===== src/rtl/rrts_pkg.sv =====
// Shared types and constants of the round-robin task scheduler.
package rrts_pkg;

    localparam int NUM_LEVELS  = 8;
    localparam int LEVEL_W     = 3;
    localparam int SPAWN_LEVEL = 4;

    typedef enum logic [2:0] {
        MODE_TICK    = 3'd0,
        MODE_YIELD   = 3'd1,
        MODE_DELAY   = 3'd2,
        MODE_SUSPEND = 3'd3,
        MODE_RESUME  = 3'd4,
        MODE_SETLVL  = 3'd5,
        MODE_SPAWN   = 3'd6,
        MODE_CANCEL  = 3'd7
    } t_mode;

    typedef enum logic [2:0] {
        STS_OK             = 3'd0,
        STS_NOT_FOUND      = 3'd1,
        STS_CANNOT_REMOVE  = 3'd2,
        STS_CANNOT_SUSPEND = 3'd3,
        STS_CANNOT_RESUME  = 3'd4,
        STS_NO_TASKS       = 3'd5,
        STS_TABLE_FULL     = 3'd6
    } t_status;

    typedef enum logic [1:0] {
        TS_READY     = 2'd0,
        TS_RUNNING   = 2'd1,
        TS_BLOCKED   = 2'd2,
        TS_SUSPENDED = 2'd3
    } t_tstate;

    // Datapath operation issued by the controller
    typedef enum logic [3:0] {
        OP_NONE,
        OP_LATCH,
        OP_EXEC,
        OP_SHORT,
        OP_TICK,
        OP_DISP0,
        OP_SCAN,
        OP_FALL,
        OP_SKIP,
        OP_NEXT,
        OP_FIN,
        OP_OUT
    } t_op;

    typedef struct packed {
        logic need_disp;
        logic timer;
        logic tick_last;
        logic scan_hit;
        logic scan_last;
        logic skip_go;
        logic next_hit;
        logic out_free;
    } t_dp_stat;

    typedef struct packed {
        logic [2:0]  mode;
        logic [3:0]  task_req;
        logic [2:0]  level;
        logic [15:0] delay_ticks;
    } t_in_item;

    typedef struct packed {
        logic [2:0]  status;
        logic [3:0]  active_task;
        logic        current_valid;
        logic [3:0]  spawned_task;
        logic [7:0]  slice_left;
        logic        still_delayed;
        logic [31:0] tick_count;
    } t_out_item;

endpackage


===== src/rtl/rrts_ctrl.sv =====
// Sequencing state machine of the scheduler.
module rrts_ctrl
    import rrts_pkg::*;
(
    input  logic     i_clk,
    input  logic     i_rst_n,
    input  logic     i_in_valid,
    output logic     o_in_ready,
    input  t_dp_stat i_stat,
    output t_op      o_op
);

    typedef enum logic [10:0] {
        S_IDLE  = 11'b000_0000_0001,
        S_EXEC  = 11'b000_0000_0010,
        S_SHORT = 11'b000_0000_0100,
        S_TICKW = 11'b000_0000_1000,
        S_DISP0 = 11'b000_0001_0000,
        S_SCAN  = 11'b000_0010_0000,
        S_FALL  = 11'b000_0100_0000,
        S_SKIP  = 11'b000_1000_0000,
        S_NEXT  = 11'b001_0000_0000,
        S_FIN   = 11'b010_0000_0000,
        S_DONE  = 11'b100_0000_0000
    } t_state;

    t_state r_state, n_state;

    assign o_in_ready = (r_state == S_IDLE);

    // Pick the datapath operation and the next state
    always_comb begin
        n_state = r_state;
        o_op    = OP_NONE;
        unique case (r_state)
            S_IDLE: begin
                if (i_in_valid) begin
                    o_op    = OP_LATCH;
                    n_state = S_EXEC;
                end
            end
            S_EXEC: begin
                o_op    = OP_EXEC;
                n_state = i_stat.need_disp ? S_SHORT : S_DONE;
            end
            S_SHORT: begin
                o_op    = OP_SHORT;
                n_state = i_stat.timer ? S_TICKW : S_DISP0;
            end
            S_TICKW: begin
                o_op = OP_TICK;
                if (i_stat.tick_last) n_state = S_DISP0;
            end
            S_DISP0: begin
                o_op    = OP_DISP0;
                n_state = S_SCAN;
            end
            S_SCAN: begin
                o_op = OP_SCAN;
                if (i_stat.scan_hit)       n_state = S_SKIP;
                else if (i_stat.scan_last) n_state = S_FALL;
            end
            S_FALL: begin
                o_op    = OP_FALL;
                n_state = S_SKIP;
            end
            S_SKIP: begin
                o_op    = OP_SKIP;
                n_state = i_stat.skip_go ? S_NEXT : S_FIN;
            end
            S_NEXT: begin
                o_op = OP_NEXT;
                if (i_stat.next_hit) n_state = S_SKIP;
            end
            S_FIN: begin
                o_op    = OP_FIN;
                n_state = S_DONE;
            end
            S_DONE: begin
                o_op = OP_OUT;
                if (i_stat.out_free) n_state = S_IDLE;
            end
        endcase
    end

    always_ff @(posedge i_clk) begin
        if (!i_rst_n) r_state <= S_IDLE;
        else          r_state <= n_state;
    end

endmodule


===== src/rtl/rrts_dp.sv =====
// Task table, configuration registers and command datapath of the scheduler.
module rrts_dp
    import rrts_pkg::*;
#(
    parameter int MAX_TASKS  = 16,
    parameter int SKIP_LIMIT = 10
) (
    input  logic        i_clk,
    input  logic        i_rst_n,
    input  t_op         i_op,
    output t_dp_stat    o_stat,
    input  t_in_item    i_in,
    input  logic        i_cfg_valid,
    input  logic [2:0]  i_cfg_index,
    input  logic [7:0]  i_cfg_data,
    output logic        o_out_valid,
    input  logic        i_out_ready,
    output t_out_item   o_out
);

    localparam int AW = $clog2(MAX_TASKS);
    localparam int CW = $clog2(MAX_TASKS + 1);
    localparam int KW = $clog2(SKIP_LIMIT + 1);
    localparam logic [AW-1:0] LAST_SLOT = AW'(MAX_TASKS - 1);

    function automatic logic [AW-1:0] wrap_inc(input logic [AW-1:0] x);
        return (x == LAST_SLOT) ? '0 : x + 1'b1;
    endfunction

    // Task table
    logic [MAX_TASKS-1:0] r_valid;
    t_tstate              r_tstate [MAX_TASKS];
    logic [15:0]          r_delay  [MAX_TASKS];
    logic [LEVEL_W-1:0]   r_prio   [MAX_TASKS];
    logic [7:0]           r_slice  [MAX_TASKS];

    logic [7:0]    r_cfg [NUM_LEVELS];
    t_mode         r_mode;
    logic [3:0]    r_req;
    logic [2:0]    r_lvl;
    logic [15:0]   r_dly;
    t_status       r_status;
    logic [AW-1:0] r_spawned;
    logic          r_timer;
    logic [AW-1:0] r_cur;
    logic          r_present;
    logic [31:0]   r_tick;
    logic [AW-1:0] r_idx;
    logic [CW-1:0] r_cnt;
    logic [AW-1:0] r_sel;
    logic [KW-1:0] r_att;

    logic [AW-1:0] tgt, free_slot, low_slot, addr;
    logic          known, has_free;

    assign tgt   = AW'(r_req);
    assign known = (32'(r_req) < MAX_TASKS) && r_valid[tgt];

    // Find the first free and the lowest valid slot
    always_comb begin
        free_slot = '0;
        has_free  = 1'b0;
        low_slot  = '0;
        for (int i = MAX_TASKS - 1; i >= 0; i--) begin
            if (!r_valid[i]) begin
                free_slot = AW'(i);
                has_free  = 1'b1;
            end
            if (r_valid[i]) low_slot = AW'(i);
        end
    end

    // Select the single table address of this cycle
    always_comb begin
        case (i_op)
            OP_EXEC: begin
                if (r_mode == MODE_TICK || r_mode == MODE_YIELD || r_mode == MODE_DELAY)
                    addr = r_cur;
                else if (r_mode == MODE_SPAWN)
                    addr = free_slot;
                else
                    addr = tgt;
            end
            OP_TICK, OP_SCAN, OP_NEXT: addr = r_idx;
            OP_SKIP, OP_FIN:           addr = r_sel;
            default:                   addr = r_cur;
        endcase
    end

    t_tstate            rd_state;
    logic [15:0]        rd_delay;
    logic [LEVEL_W-1:0] rd_prio;
    logic [7:0]         rd_slice;
    logic               rd_valid;

    assign rd_state = r_tstate[addr];
    assign rd_delay = r_delay[addr];
    assign rd_prio  = r_prio[addr];
    assign rd_slice = r_slice[addr];
    assign rd_valid = r_valid[addr];

    // Write strobes and data for the table entry at addr
    logic               we_state, we_delay, we_prio, we_slice, we_set, we_clr;
    t_tstate            wd_state;
    logic [15:0]        wd_delay;
    logic [LEVEL_W-1:0] wd_prio;
    logic [7:0]         wd_slice;
    logic [15:0]        dec_delay;
    logic [7:0]         dec_slice;

    t_status       n_status;
    logic [AW-1:0] n_spawned, n_cur, n_idx, n_sel;
    logic          n_timer, n_present;
    logic [31:0]   n_tick;
    logic [CW-1:0] n_cnt;
    logic [KW-1:0] n_att;
    logic          need_disp, scan_hit, skip_go, next_hit, out_free;

    assign dec_delay = rd_delay - 16'd1;
    assign dec_slice = (rd_slice != 8'd0) ? rd_slice - 8'd1 : 8'd0;
    assign out_free  = !o_out_valid || i_out_ready;

    always_comb begin
        we_state  = 1'b0;
        we_delay  = 1'b0;
        we_prio   = 1'b0;
        we_slice  = 1'b0;
        we_set    = 1'b0;
        we_clr    = 1'b0;
        wd_state  = TS_READY;
        wd_delay  = r_dly;
        wd_prio   = r_lvl;
        wd_slice  = r_cfg[rd_prio];
        n_status  = r_status;
        n_spawned = r_spawned;
        n_cur     = r_cur;
        n_present = r_present;
        n_timer   = r_timer;
        n_tick    = r_tick;
        n_idx     = r_idx;
        n_cnt     = r_cnt;
        n_sel     = r_sel;
        n_att     = r_att;
        need_disp = 1'b0;
        scan_hit  = 1'b0;
        skip_go   = 1'b0;
        next_hit  = 1'b0;
        case (i_op)
            OP_LATCH: begin
                n_status  = STS_OK;
                n_spawned = '0;
            end
            OP_EXEC: begin
                n_timer = (r_mode == MODE_TICK);
                unique case (r_mode)
                    MODE_TICK, MODE_YIELD: begin
                        if (r_mode == MODE_TICK) n_tick = r_tick + 32'd1;
                        if (!r_present) n_status = STS_NO_TASKS;
                        else            need_disp = 1'b1;
                    end
                    MODE_DELAY: begin
                        if (r_dly != 16'd0) begin
                            if (!r_present) begin
                                n_status = STS_NO_TASKS;
                            end else begin
                                we_delay  = 1'b1;
                                we_state  = 1'b1;
                                wd_state  = TS_BLOCKED;
                                need_disp = 1'b1;
                            end
                        end
                    end
                    MODE_SUSPEND: begin
                        if (!known) begin
                            n_status = STS_NOT_FOUND;
                        end else if (rd_state == TS_SUSPENDED) begin
                            n_status = STS_CANNOT_SUSPEND;
                        end else begin
                            we_state  = 1'b1;
                            wd_state  = TS_SUSPENDED;
                            need_disp = r_present && (r_cur == tgt);
                        end
                    end
                    MODE_RESUME: begin
                        if (!known)                         n_status = STS_NOT_FOUND;
                        else if (rd_state != TS_SUSPENDED)  n_status = STS_CANNOT_RESUME;
                        else                                we_state = 1'b1;
                    end
                    MODE_SETLVL: begin
                        if (!known) begin
                            n_status = STS_NOT_FOUND;
                        end else begin
                            we_prio  = 1'b1;
                            we_slice = 1'b1;
                            wd_slice = r_cfg[r_lvl];
                        end
                    end
                    MODE_SPAWN: begin
                        if (!has_free) begin
                            n_status = STS_TABLE_FULL;
                        end else begin
                            n_spawned = free_slot;
                            we_set    = 1'b1;
                            we_delay  = 1'b1;
                            wd_delay  = 16'd0;
                            we_prio   = 1'b1;
                            wd_prio   = LEVEL_W'(SPAWN_LEVEL);
                            we_slice  = 1'b1;
                            wd_slice  = r_cfg[SPAWN_LEVEL];
                            we_state  = 1'b1;
                            if (!r_present) begin
                                n_present = 1'b1;
                                n_cur     = free_slot;
                            end
                        end
                    end
                    MODE_CANCEL: begin
                        if (r_present && (32'(r_req) == 32'(r_cur)))
                            n_status = STS_CANNOT_REMOVE;
                        else if (!known)
                            n_status = STS_NOT_FOUND;
                        else if (rd_state == TS_RUNNING)
                            n_status = STS_CANNOT_REMOVE;
                        else
                            we_clr = 1'b1;
                    end
                endcase
            end
            OP_SHORT: begin
                // Shorten the current slice; an expired running task becomes ready
                we_slice = 1'b1;
                wd_slice = dec_slice;
                if (dec_slice == 8'd0 && rd_state == TS_RUNNING) we_state = 1'b1;
                n_idx = '0;
            end
            OP_TICK: begin
                // Count down one blocked delay and wake the task at zero
                if (rd_valid && rd_state == TS_BLOCKED && rd_delay != 16'd0) begin
                    we_delay = 1'b1;
                    wd_delay = dec_delay;
                    if (dec_delay == 16'd0) begin
                        we_state = 1'b1;
                        we_slice = 1'b1;
                    end
                end
                n_idx = wrap_inc(r_idx);
            end
            OP_DISP0: begin
                if (rd_state == TS_RUNNING) we_state = 1'b1;
                n_idx = wrap_inc(r_cur);
                n_cnt = CW'(1);
                n_att = '0;
            end
            OP_SCAN: begin
                if (rd_valid && rd_state == TS_READY) begin
                    scan_hit = 1'b1;
                    n_sel    = r_idx;
                    we_state = 1'b1;
                    wd_state = TS_RUNNING;
                    we_slice = 1'b1;
                end else begin
                    n_idx = wrap_inc(r_idx);
                    n_cnt = r_cnt + 1'b1;
                end
            end
            OP_FALL: begin
                n_sel = low_slot;
            end
            OP_SKIP: begin
                // Skip a chosen task that still holds a delay, at most SKIP_LIMIT times per dispatch
                if (rd_delay != 16'd0 && 32'(r_att) < SKIP_LIMIT) begin
                    skip_go = 1'b1;
                    n_att   = r_att + 1'b1;
                    n_idx   = wrap_inc(r_sel);
                end
            end
            OP_NEXT: begin
                if (rd_valid) begin
                    next_hit = 1'b1;
                    n_sel    = r_idx;
                end else begin
                    n_idx = wrap_inc(r_idx);
                end
            end
            OP_FIN: begin
                we_state = 1'b1;
                wd_state = TS_RUNNING;
                we_slice = 1'b1;
                n_cur    = r_sel;
            end
            default: begin
            end
        endcase
    end

    assign o_stat.need_disp = need_disp;
    assign o_stat.timer     = r_timer;
    assign o_stat.tick_last = (r_idx == LAST_SLOT);
    assign o_stat.scan_hit  = scan_hit;
    assign o_stat.scan_last = (32'(r_cnt) == MAX_TASKS);
    assign o_stat.skip_go   = skip_go;
    assign o_stat.next_hit  = next_hit;
    assign o_stat.out_free  = out_free;

    // Table payload: written at one address, no reset
    always_ff @(posedge i_clk) begin
        if (we_state) r_tstate[addr] <= wd_state;
        if (we_delay) r_delay[addr]  <= wd_delay;
        if (we_prio)  r_prio[addr]   <= wd_prio;
        if (we_slice) r_slice[addr]  <= wd_slice;
    end

    // Command latch and walk registers
    always_ff @(posedge i_clk) begin
        if (i_op == OP_LATCH) begin
            r_mode <= t_mode'(i_in.mode);
            r_req  <= i_in.task_req;
            r_lvl  <= i_in.level;
            r_dly  <= i_in.delay_ticks;
        end
        r_status  <= n_status;
        r_spawned <= n_spawned;
        r_timer   <= n_timer;
        r_idx     <= n_idx;
        r_cnt     <= n_cnt;
        r_sel     <= n_sel;
        r_att     <= n_att;
    end

    // Control state, configuration and result register
    always_ff @(posedge i_clk) begin
        if (!i_rst_n) begin
            r_valid     <= '0;
            r_cur       <= '0;
            r_present   <= 1'b0;
            r_tick      <= '0;
            o_out_valid <= 1'b0;
            for (int i = 0; i < NUM_LEVELS; i++) r_cfg[i] <= 8'(i + 1);
        end else begin
            if (we_set) r_valid[addr] <= 1'b1;
            if (we_clr) r_valid[addr] <= 1'b0;
            r_cur     <= n_cur;
            r_present <= n_present;
            r_tick    <= n_tick;
            if (i_cfg_valid) r_cfg[i_cfg_index] <= i_cfg_data;
            if (i_op == OP_OUT && out_free) o_out_valid <= 1'b1;
            else if (i_out_ready)           o_out_valid <= 1'b0;
        end
    end

    // Capture the result transfer: status, current task fields, spawned slot and tick count
    always_ff @(posedge i_clk) begin
        if (i_op == OP_OUT && out_free) begin
            o_out.status        <= r_status;
            o_out.active_task   <= r_present ? 4'(r_cur) : 4'd0;
            o_out.current_valid <= r_present;
            o_out.spawned_task  <= 4'(r_spawned);
            o_out.slice_left    <= r_present ? rd_slice : 8'd0;
            o_out.still_delayed <= r_present && (rd_delay != 16'd0);
            o_out.tick_count    <= r_tick;
        end
    end

endmodule


===== src/rtl/round_robin_task_scheduler.sv =====
// Round-robin task scheduler: one command at a time, one result transfer per command.
// Steps: latch, execute, then the result unless a dispatch is needed. A dispatch shortens
// the current slice, walks every slot's delay on a tick, scans the slots for a ready task
// (fallback: lowest valid slot) and skips delayed picks up to SKIP_LIMIT times.
// The next command is taken in the cycle after the result is captured; a stalled result
// holds it. Reset (synchronous, active low) clears slots, current task and tick count.
module round_robin_task_scheduler
    import rrts_pkg::*;
#(
    parameter int MAX_TASKS  = 16,
    parameter int SKIP_LIMIT = 10
) (
    input  logic      i_clk,
    input  logic      i_rst_n,
    input  logic      i_in_valid,
    output logic      o_in_ready,
    input  t_in_item  i_in,
    output logic      o_out_valid,
    input  logic      i_out_ready,
    output t_out_item o_out,
    input  logic      i_cfg_valid,
    output logic      o_cfg_ready,
    input  logic [2:0] i_cfg_index,
    input  logic [7:0] i_cfg_data
);

    t_op      op;
    t_dp_stat stat;

    assign o_cfg_ready = 1'b1;

    rrts_ctrl u_ctrl (
        .i_clk      (i_clk),
        .i_rst_n    (i_rst_n),
        .i_in_valid (i_in_valid),
        .o_in_ready (o_in_ready),
        .i_stat     (stat),
        .o_op       (op)
    );

    rrts_dp #(
        .MAX_TASKS  (MAX_TASKS),
        .SKIP_LIMIT (SKIP_LIMIT)
    ) u_dp (
        .i_clk       (i_clk),
        .i_rst_n     (i_rst_n),
        .i_op        (op),
        .o_stat      (stat),
        .i_in        (i_in),
        .i_cfg_valid (i_cfg_valid),
        .i_cfg_index (i_cfg_index),
        .i_cfg_data  (i_cfg_data),
        .o_out_valid (o_out_valid),
        .i_out_ready (i_out_ready),
        .o_out       (o_out)
    );

endmodule

===== config.mk =====
export PLATFORM = sky130hd
export DESIGN_NAME = round_robin_task_scheduler
export DESIGN_NICKNAME = d
export VERILOG_FILES = /design/src/rtl/rrts_pkg.sv /design/src/rtl/rrts_ctrl.sv /design/src/rtl/rrts_dp.sv /design/src/rtl/round_robin_task_scheduler.sv
export SDC_FILE = /design/constraint.sdc
export NUM_CORES = 1
export LEC_CHECK = 0
export BUFFER_PORTS_ARGS = -buffer_cell sky130_fd_sc_hd__buf_2
export CAP_MARGIN = 10
export CORE_MARGIN = 4
export CORE_UTILIZATION = 50
export DETAILED_ROUTE_END_ITERATION = 10
export HOLD_SLACK_MARGIN = 0.15
export PLACE_DENSITY = 0.69
export SLEW_MARGIN = 0
export SYNTH_ARGS = -nofsm -noshare
export SYNTH_HDL_FRONTEND = slang
export SYNTH_SLANG_ARGS = --single-unit

===== constraint.sdc =====
create_clock -name i_clk -period 5.34 [get_ports i_clk]
set_clock_uncertainty 0.1 [all_clocks]
set_input_delay 0.267 -clock i_clk [delete_from_list [all_inputs] [get_ports i_clk]]
set_output_delay 0.267 -clock i_clk [all_outputs]
set_load 0.05 [all_outputs]

[Word-level counts from Yosys, hierarchy flattened]
Memories as Yosys holds them, arrays and structs flattened. A register that Yosys moved wholly into a read port is not among the register bits.
Index checks and enable logic that the tools add are counted.
Storage, ports and cells
  register bits: 169
  output and inout bits: 56
  logic and storage cells: 325
  RAM bits: 528
  memories: 5
  input bits: 42
Cells by class
  magnitude comparators: 4
  equality and inequality tests: 58
  $add $sub $neg: 8
  mux-type cells: 180
  bitwise gates (word level): 3
  reduce and logical (&&, ||, !) cells: 43
Memory list
  u_dp.r_delay: depth 16, bits a word 16, rd ports 1, clocked after Yosys merged registers in 0, wr ports 1, RTL line rrts_dp.sv:33  | logic [15:0] r_delay [MAX_TASKS];
  u_dp.r_slice: depth 16, bits a word 8, rd ports 1, clocked after Yosys merged registers in 0, wr ports 1, RTL line rrts_dp.sv:35  | logic [7:0] r_slice [MAX_TASKS];
  u_dp.r_cfg: depth 8, bits a word 8, rd ports 3, clocked after Yosys merged registers in 1, wr ports 8, RTL line rrts_dp.sv:37  | logic [7:0] r_cfg [NUM_LEVELS];
  u_dp.r_prio: depth 16, bits a word 3, rd ports 1, clocked after Yosys merged registers in 0, wr ports 1, RTL line rrts_dp.sv:34  | logic [LEVEL_W-1:0] r_prio [MAX_TASKS];
  u_dp.r_tstate: depth 16, bits a word 2, rd ports 1, clocked after Yosys merged registers in 0, wr ports 1, RTL line rrts_dp.sv:32  | t_tstate r_tstate [MAX_TASKS];
Operator list (number)
  $mux W4: 48
  $pmux W11 S11: 1
  $mux W16: 6
  $mux W11: 7
  $mux W1: 66
  $mux W3: 16
  $pmux W4 S11: 1
  $add A32 B1 Y32 const B: 1
  $mux W8: 4
  $pmux W16 S2: 1
  $pmux W8 S2: 2
  $reduce_bool A16 Y1: 2
  $eq A4 B4 Y1 const B: 7
  $pmux W4 S2: 3
  $pmux W4 S3: 2
  $pmux W4 S6: 1
  $pmux W3 S7: 1
  $add A4 B1 Y4 const B: 4
  $and A16 B16 Y16: 1
  $eq A4 B3 Y1 const B: 4
  $logic_not A16 Y1: 1
  $not A16 Y16: 1
  $or A16 B16 Y16: 1
  $sub A16 B1 Y16 const B: 1
  other kinds (62): 114

[Longest topological paths before layout]
  word-level depth: 28
  mapped depth: 25
  depth with buffers taken out: 18

[Cells and area by module]
A second synthesis with hierarchy kept.
Unflattened totals
  cell total of the unflattened synthesis: 2620
  area, all modules: 32139.6 um2
Modules (own cells, without submodules)
  rrts_dp: area an instance 31295.0 um2, cells each 2508, seq. area each 20119.3 um2, times used 1
  rrts_ctrl: area an instance 833.3 um2, cells each 110, seq. area each 220.2 um2, times used 1
  round_robin_task_scheduler: area an instance 11.3 um2, cells each 2, seq. area each 0.0 um2, times used 1

[Worst setup path after synthesis]
Ideal clock, no wire load.
  path type: flip-flop to flip-flop
  start point: register u_ctrl.r_state[6]
  end point: memory u_dp.r_slice[15][0] (enable)
  slack: -0.123 ns
  stages on the path, launching flop included: 23
  required time: 4.870 ns
  period minus slack after synthesis: 5.463 ns
  setup time: 0.370 ns
  data arrival time: 4.993 ns
  path buffers: 5
  cell sequence: dfxtp_1 > buf_4 > or4_1 > or3_1 > buf_6 > nor2_4 > a21boi_2 > a22o_1 > buf_2 > a22oi_1 > o22a_1 > nand4_1 > nor4b_2 > ha_1 > inv_1 > nor3_1 > buf_4 > nand3_1 > o32ai_1 > o211a_2 > a31oi_4 > buf_6 > nor2_1
Between the ends
  cells in the longest elaborated chain, start to end: 13
  elaborated cells on any way between the ends: 41
  those cells by class: 1 x add/sub; 19 x eq/ne; 10 x mux; 9 x reduce/logical; 2 x memory
Ends and longest elaborated chain
  from (decl): RTL line rrts_ctrl.sv:27  | t_state r_state, n_state;
  from (signal assigned): RTL line rrts_ctrl.sv:88  | else r_state <= n_state;
  $eq A11 B11 Y1, or another cell as far along: RTL line rrts_ctrl.sv:35  | unique case (r_state)
  $pmux W4 S11 *: RTL line rrts_ctrl.sv:35
  $eq A4 B3 Y1, or another cell as far along: RTL line rrts_dp.sv:75, rrts_dp.sv:148
  $reduce_or A3 Y1 / $reduce_or A2 Y1 (equally long branches): RTL line rrts_dp.sv:75  | case (i_op)
  $pmux W4 S3: RTL line rrts_dp.sv:75
  $mem_v2 Z16 W16, or another cell as far along
  $sub A16 B1 Y16, or another cell as far along: RTL line rrts_dp.sv:119  | assign dec_delay = rd_delay - 16'd1;
  $logic_not A16 Y1 / $logic_and A1 B1 Y1 (equally long branches): RTL line rrts_dp.sv:241, rrts_dp.sv:238
  $mux W1 / $logic_and A1 B1 Y1 (equally long branches): RTL line rrts_dp.sv:241, rrts_dp.sv:238
  $mux W1: RTL line rrts_dp.sv:238  | if (rd_valid && rd_state == TS_BLOCKED && rd_delay != 16'd0) begin
  $pmux W1 S4: RTL line rrts_dp.sv:148  | case (i_op)
  $mux W1: RTL line rrts_dp.sv:310  | if (we_slice) r_slice[addr] <= wd_slice;
  $mux W1 (not written as such): RTL line rrts_dp.sv:310
  to (decl): RTL line rrts_dp.sv:35
Every way passes the cells marked *; elsewhere a longest branch is shown, timed or not. The select of a mux whose other input is x is not followed.

[Worst setup path after layout]
  start point: register u_ctrl.r_state[5]
  end point: memory u_dp.r_slice[5][2] (enable)
Same word-level chain as after synthesis.

==> metrics.md <==
| Metric | Value |
|---|---|
| Slowest CP cell | or4_4 |
| Hold Crit Depth | 2 |
| Number of flops mapped to enable cells by yosys | 632 |
| DP Area | 0.0348 mm² |
| Synth Instances | 2290 |
| Post-Syn Area | 0.0305 mm² |
| CTS tree | yes |
| CP max stage delay | 0.58 ns |
| Rows | 90 |
| Crit path launch | u_ctrl.r_state[5]$_SDFFE_PN0P_ |
| Crit path kind | flop to flop |
| Final worst slack | -0.284 ns |
| Syn Area/Cell | 13.3 µm² |
| FF-to-FF path depth | 22 |
| Share of cells above drive strength 1 | 29.1% |
| Gp weighted congestion | 0.986 |
| Clk buf depth | 3 |
| Min cycle time layout | 5.62 ns |
| DR WL/cell | 26.2 µm |
| IO Count | 98 |
| Synth top area share | 62.3% |
| Vias | 23000 |
| Worst-path fanout max | 8 |
| Rel. slew slack | 32.0% |
| Run status | finished, violations left |
| Number of antenna violations at the first check in global routing | 2 |
| Post-Layout Cell Count | 3642 |
| Element type at the critical path end | flop |
| Hold Path Origin | i_in[10] |
| Final core utilization | 64.2% |
| Tcrit/Tclk final | 105% |
| Total GRT Usage | 28.4% |
| CP required | 5.56 ns |
| Dpl hpwl | 64.8 mm |
| Final ANT Viol Nets | 0 |
| RSZ-0062 raised after global routing | yes |
| Nets | 2858 |
| CP cell instances | buf_6, xor2_1, o21ai_2, nor3_2, buf_4, buf_4, a221o_1, buf_4, buf_4, a2bb2oi_4, nor2_1, buf_4, a221o_1, or4_4, nor4_4, and2_4, nand4_4, a21oi_4, a31oi_4, clkbuf_16, nor2_4, buf_6 |
| Cell taking the most area after synthesis | edfxtp_1 |
| Chip height | 255 µm |
| Hold Crit Class | input port to flop |
| Port-buffer cells | 96 |
| Setup Total Neg Slack | -33.47 ns |
| Max-cap violations | 0 |
| Post-Route WL | 95.5 mm |
| FMAX | 178 MHz |
| Total CTS buffers | 72 |
| #FFs+latches synth | 700 |
| Worst VDD drop | 0.380 mV |
| R2R Path Start | u_ctrl.r_state[5]$_SDFFE_PN0P_ |
| Clock-pin slew on the worst setup and hold paths | 0.06 ns |
| Detailed router's first-iteration violation count | 3076 |
| Largest net degree at the start of global routing | 55 |
| Sequential area share after synthesis | 66.8% |
| Vias in the first global route | 22200 |
| Initial Util | 50.5% |
| Post-synth cell types | 108 |
| Fraction of registers with async set/reset | 0% |
| Core area | 0.0604 mm² |
| Synth Warn # | 0 |
| Die ar. | 0.0649 mm² |
| Top area cells in the synthesized netlist | edfxtp_1 (62%), dfxtp_1 (4.5%), a22oi_1 (2.8%) |
| Slew @ Worst Pin | 1.01 ns |
| Critical Path AT | 5.84 ns |
| Syn Nets | 2343 |
| Detailed Routing Iterations Pass 1 | 8 |
| Final setup viols | 254 |
| PwrDens | 322 mW/mm² |
| Design area | 0.0387 mm² |
| Drt drc | 0 |
| Worst setup SP type | flop |
| CTS root buf | clkbuf_16 |
| Clk_lat worst skew | 0.65 ns |
| Total grt overflow | 0 |
| DIE WIDTH | 255 µm |
| Max-slew violations | 0 |
| H-tree levels | 3 |
| Final Hold Viols | 0 |
| P_leak | 13.6 nW |
| DR vias/cell | 6.32 |
| First-pass GRT wire length | 138 mm |
| Placed Cells | 3424 |
| Fillcell total | 4342 |
| Area delta synth->final | 27.1% |
| Post-synth top flop | edfxtp_1 |
| Most used cell, CP | buf_4 |
| Failing checks | negative setup slack |
| Clock Sinks | 700 |
==> logic make-up after synthesis <==
logic type      Yosys count  share of synthesized area [%]
compound gates          554                           13.0
xor+xnor                 59                           1.70
fa+ha+maj                11                          0.452
buf+inv                 159                           2.32
flops                   700                           66.8
mux                      75                           3.39
other cells               1                         0.0123
simple gates            731                           12.3
==> cell usage after synthesis, types with 21 or more instances <==
cell type	instances
o22ai_1	69
a22o_1	22
xor2_1	21
mux2i_1	39
nor3_1	27
xnor2_1	38
dfxtp_1	68
a22oi_1	115
nand3_1	41
a222oi_1	30
nand4_1	35
mux4_2	21
o21ai_0	111
and2_1	97
buf_2	39
clkbuf_1	75
nor4_1	23
or3_1	28
nor2_1	193
edfxtp_1	632
a21oi_1	65
nand2_1	180
==> worst paths after layout <==
| kind | to | slack [ns] |
|---|---|---|
| min reg2reg | u_dp.o_out[41]$_DFFE_PP_ | 0.33 |
| max reg2reg | u_dp.r_slice[5][2]$_DFFE_PP_ | -0.28 |
| min | u_dp.r_dly[10]$_DFFE_PN_ | 0.23 |
| max | u_dp.r_slice[5][2]$_DFFE_PP_ | -0.28 |
==> what timing repair did <==
item                                    4_1_cts  5_1_grt
hold endpoints to repair                    102        0
endpoints found under the setup margin      714      788
gates resized for setup                      87      128
setup buffers                                17       18
gates cloned                                  0        8
pin swaps                                    31       46
hold buffers                                 42        0
==> stage by stage <==
stage	setup slack, ns	hold slack, ns	power, mW
floorplan	-0.123	0.266	6.91
global placement	-0.312	0.306	7.52
detailed placement	-0.334	0.305	7.55
CTS	-0.0409	0.177	12.4
global route	-0.419	0.218	12.8
finish	-0.284	0.231	12.5
==> worst max-delay path, delay by kind of cell, from the launching register on <==
| kind | cells | cell delay [ns] |
|---|---|---|
| AO/OA/AOI/OAI | 6 | 1.70 |
| XOR/XNOR | 1 | 0.16 |
| buffers and inverters | 8 | 1.36 |
| flip-flops | 1 | 0.33 |
| AND/OR/NAND/NOR | 7 | 1.63 |
==> routing by layer <==
metal  up-vias  track usage, %  routed length [µm]
met5         -               0                   0
li1       9973               -                   -
met2      1430            45.7               44700
met3       325            5.20                9780
met1     11300            38.2               36100
met4         0            12.3                4890
==> area by class of cell <==
cell class | instances | area, µm² | area share, %
flip-flops and latches | 700 | 20300 | 52.5
multi-input cells | 1431 | 10200 | 26.3
repair buffers | 580 | 4890 | 12.6
clock buffers | 92 | 1880 | 4.85
well taps | 782 | 978 | 2.53
clock inverters | 35 | 377 | 0.972
inverters | 20 | 75.1 | 0.194
diodes | 2 | 5.00 | 0.0129
==> registers in the layout, indices dropped and copies added, names as in the netlist, 5 cells and up, named ones only <==
signal	flops
u_dp.r_dly	16
u_dp.r_prio	48
u_dp.r_tstate	32
u_dp.o_out	53
u_dp.r_tick	32
u_dp.r_slice	128
u_dp.r_valid	16
u_dp.r_cnt	5
u_dp.r_delay	256
u_dp.r_cfg	64
u_ctrl.r_state	11
==> where the power goes <==
group | total, mW | switching, mW | internal (mW)
Clock | 4.84 | 2.16 | 2.68
Combinational | 1.48 | 0.866 | 0.612
Sequential | 6.16 | 0.0511 | 6.11
Total | 12.5 | 3.08 | 9.40
==> cell usage in the layout, fill, tap and decap left out, types with 41 or more instances in the layout <==
cell / n
nor2_1: 151
nand3_1: 41
and2_1: 95
dlygate4sd3_1: 42
a21oi_1: 62
buf_4: 354
edfxtp_1: 632
buf_2: 101
o22ai_1: 65
clkbuf_16: 75
o21ai_0: 94
dfxtp_1: 66
nand2_1: 176
a22oi_1: 107
(Power assumes the default switching activity.)
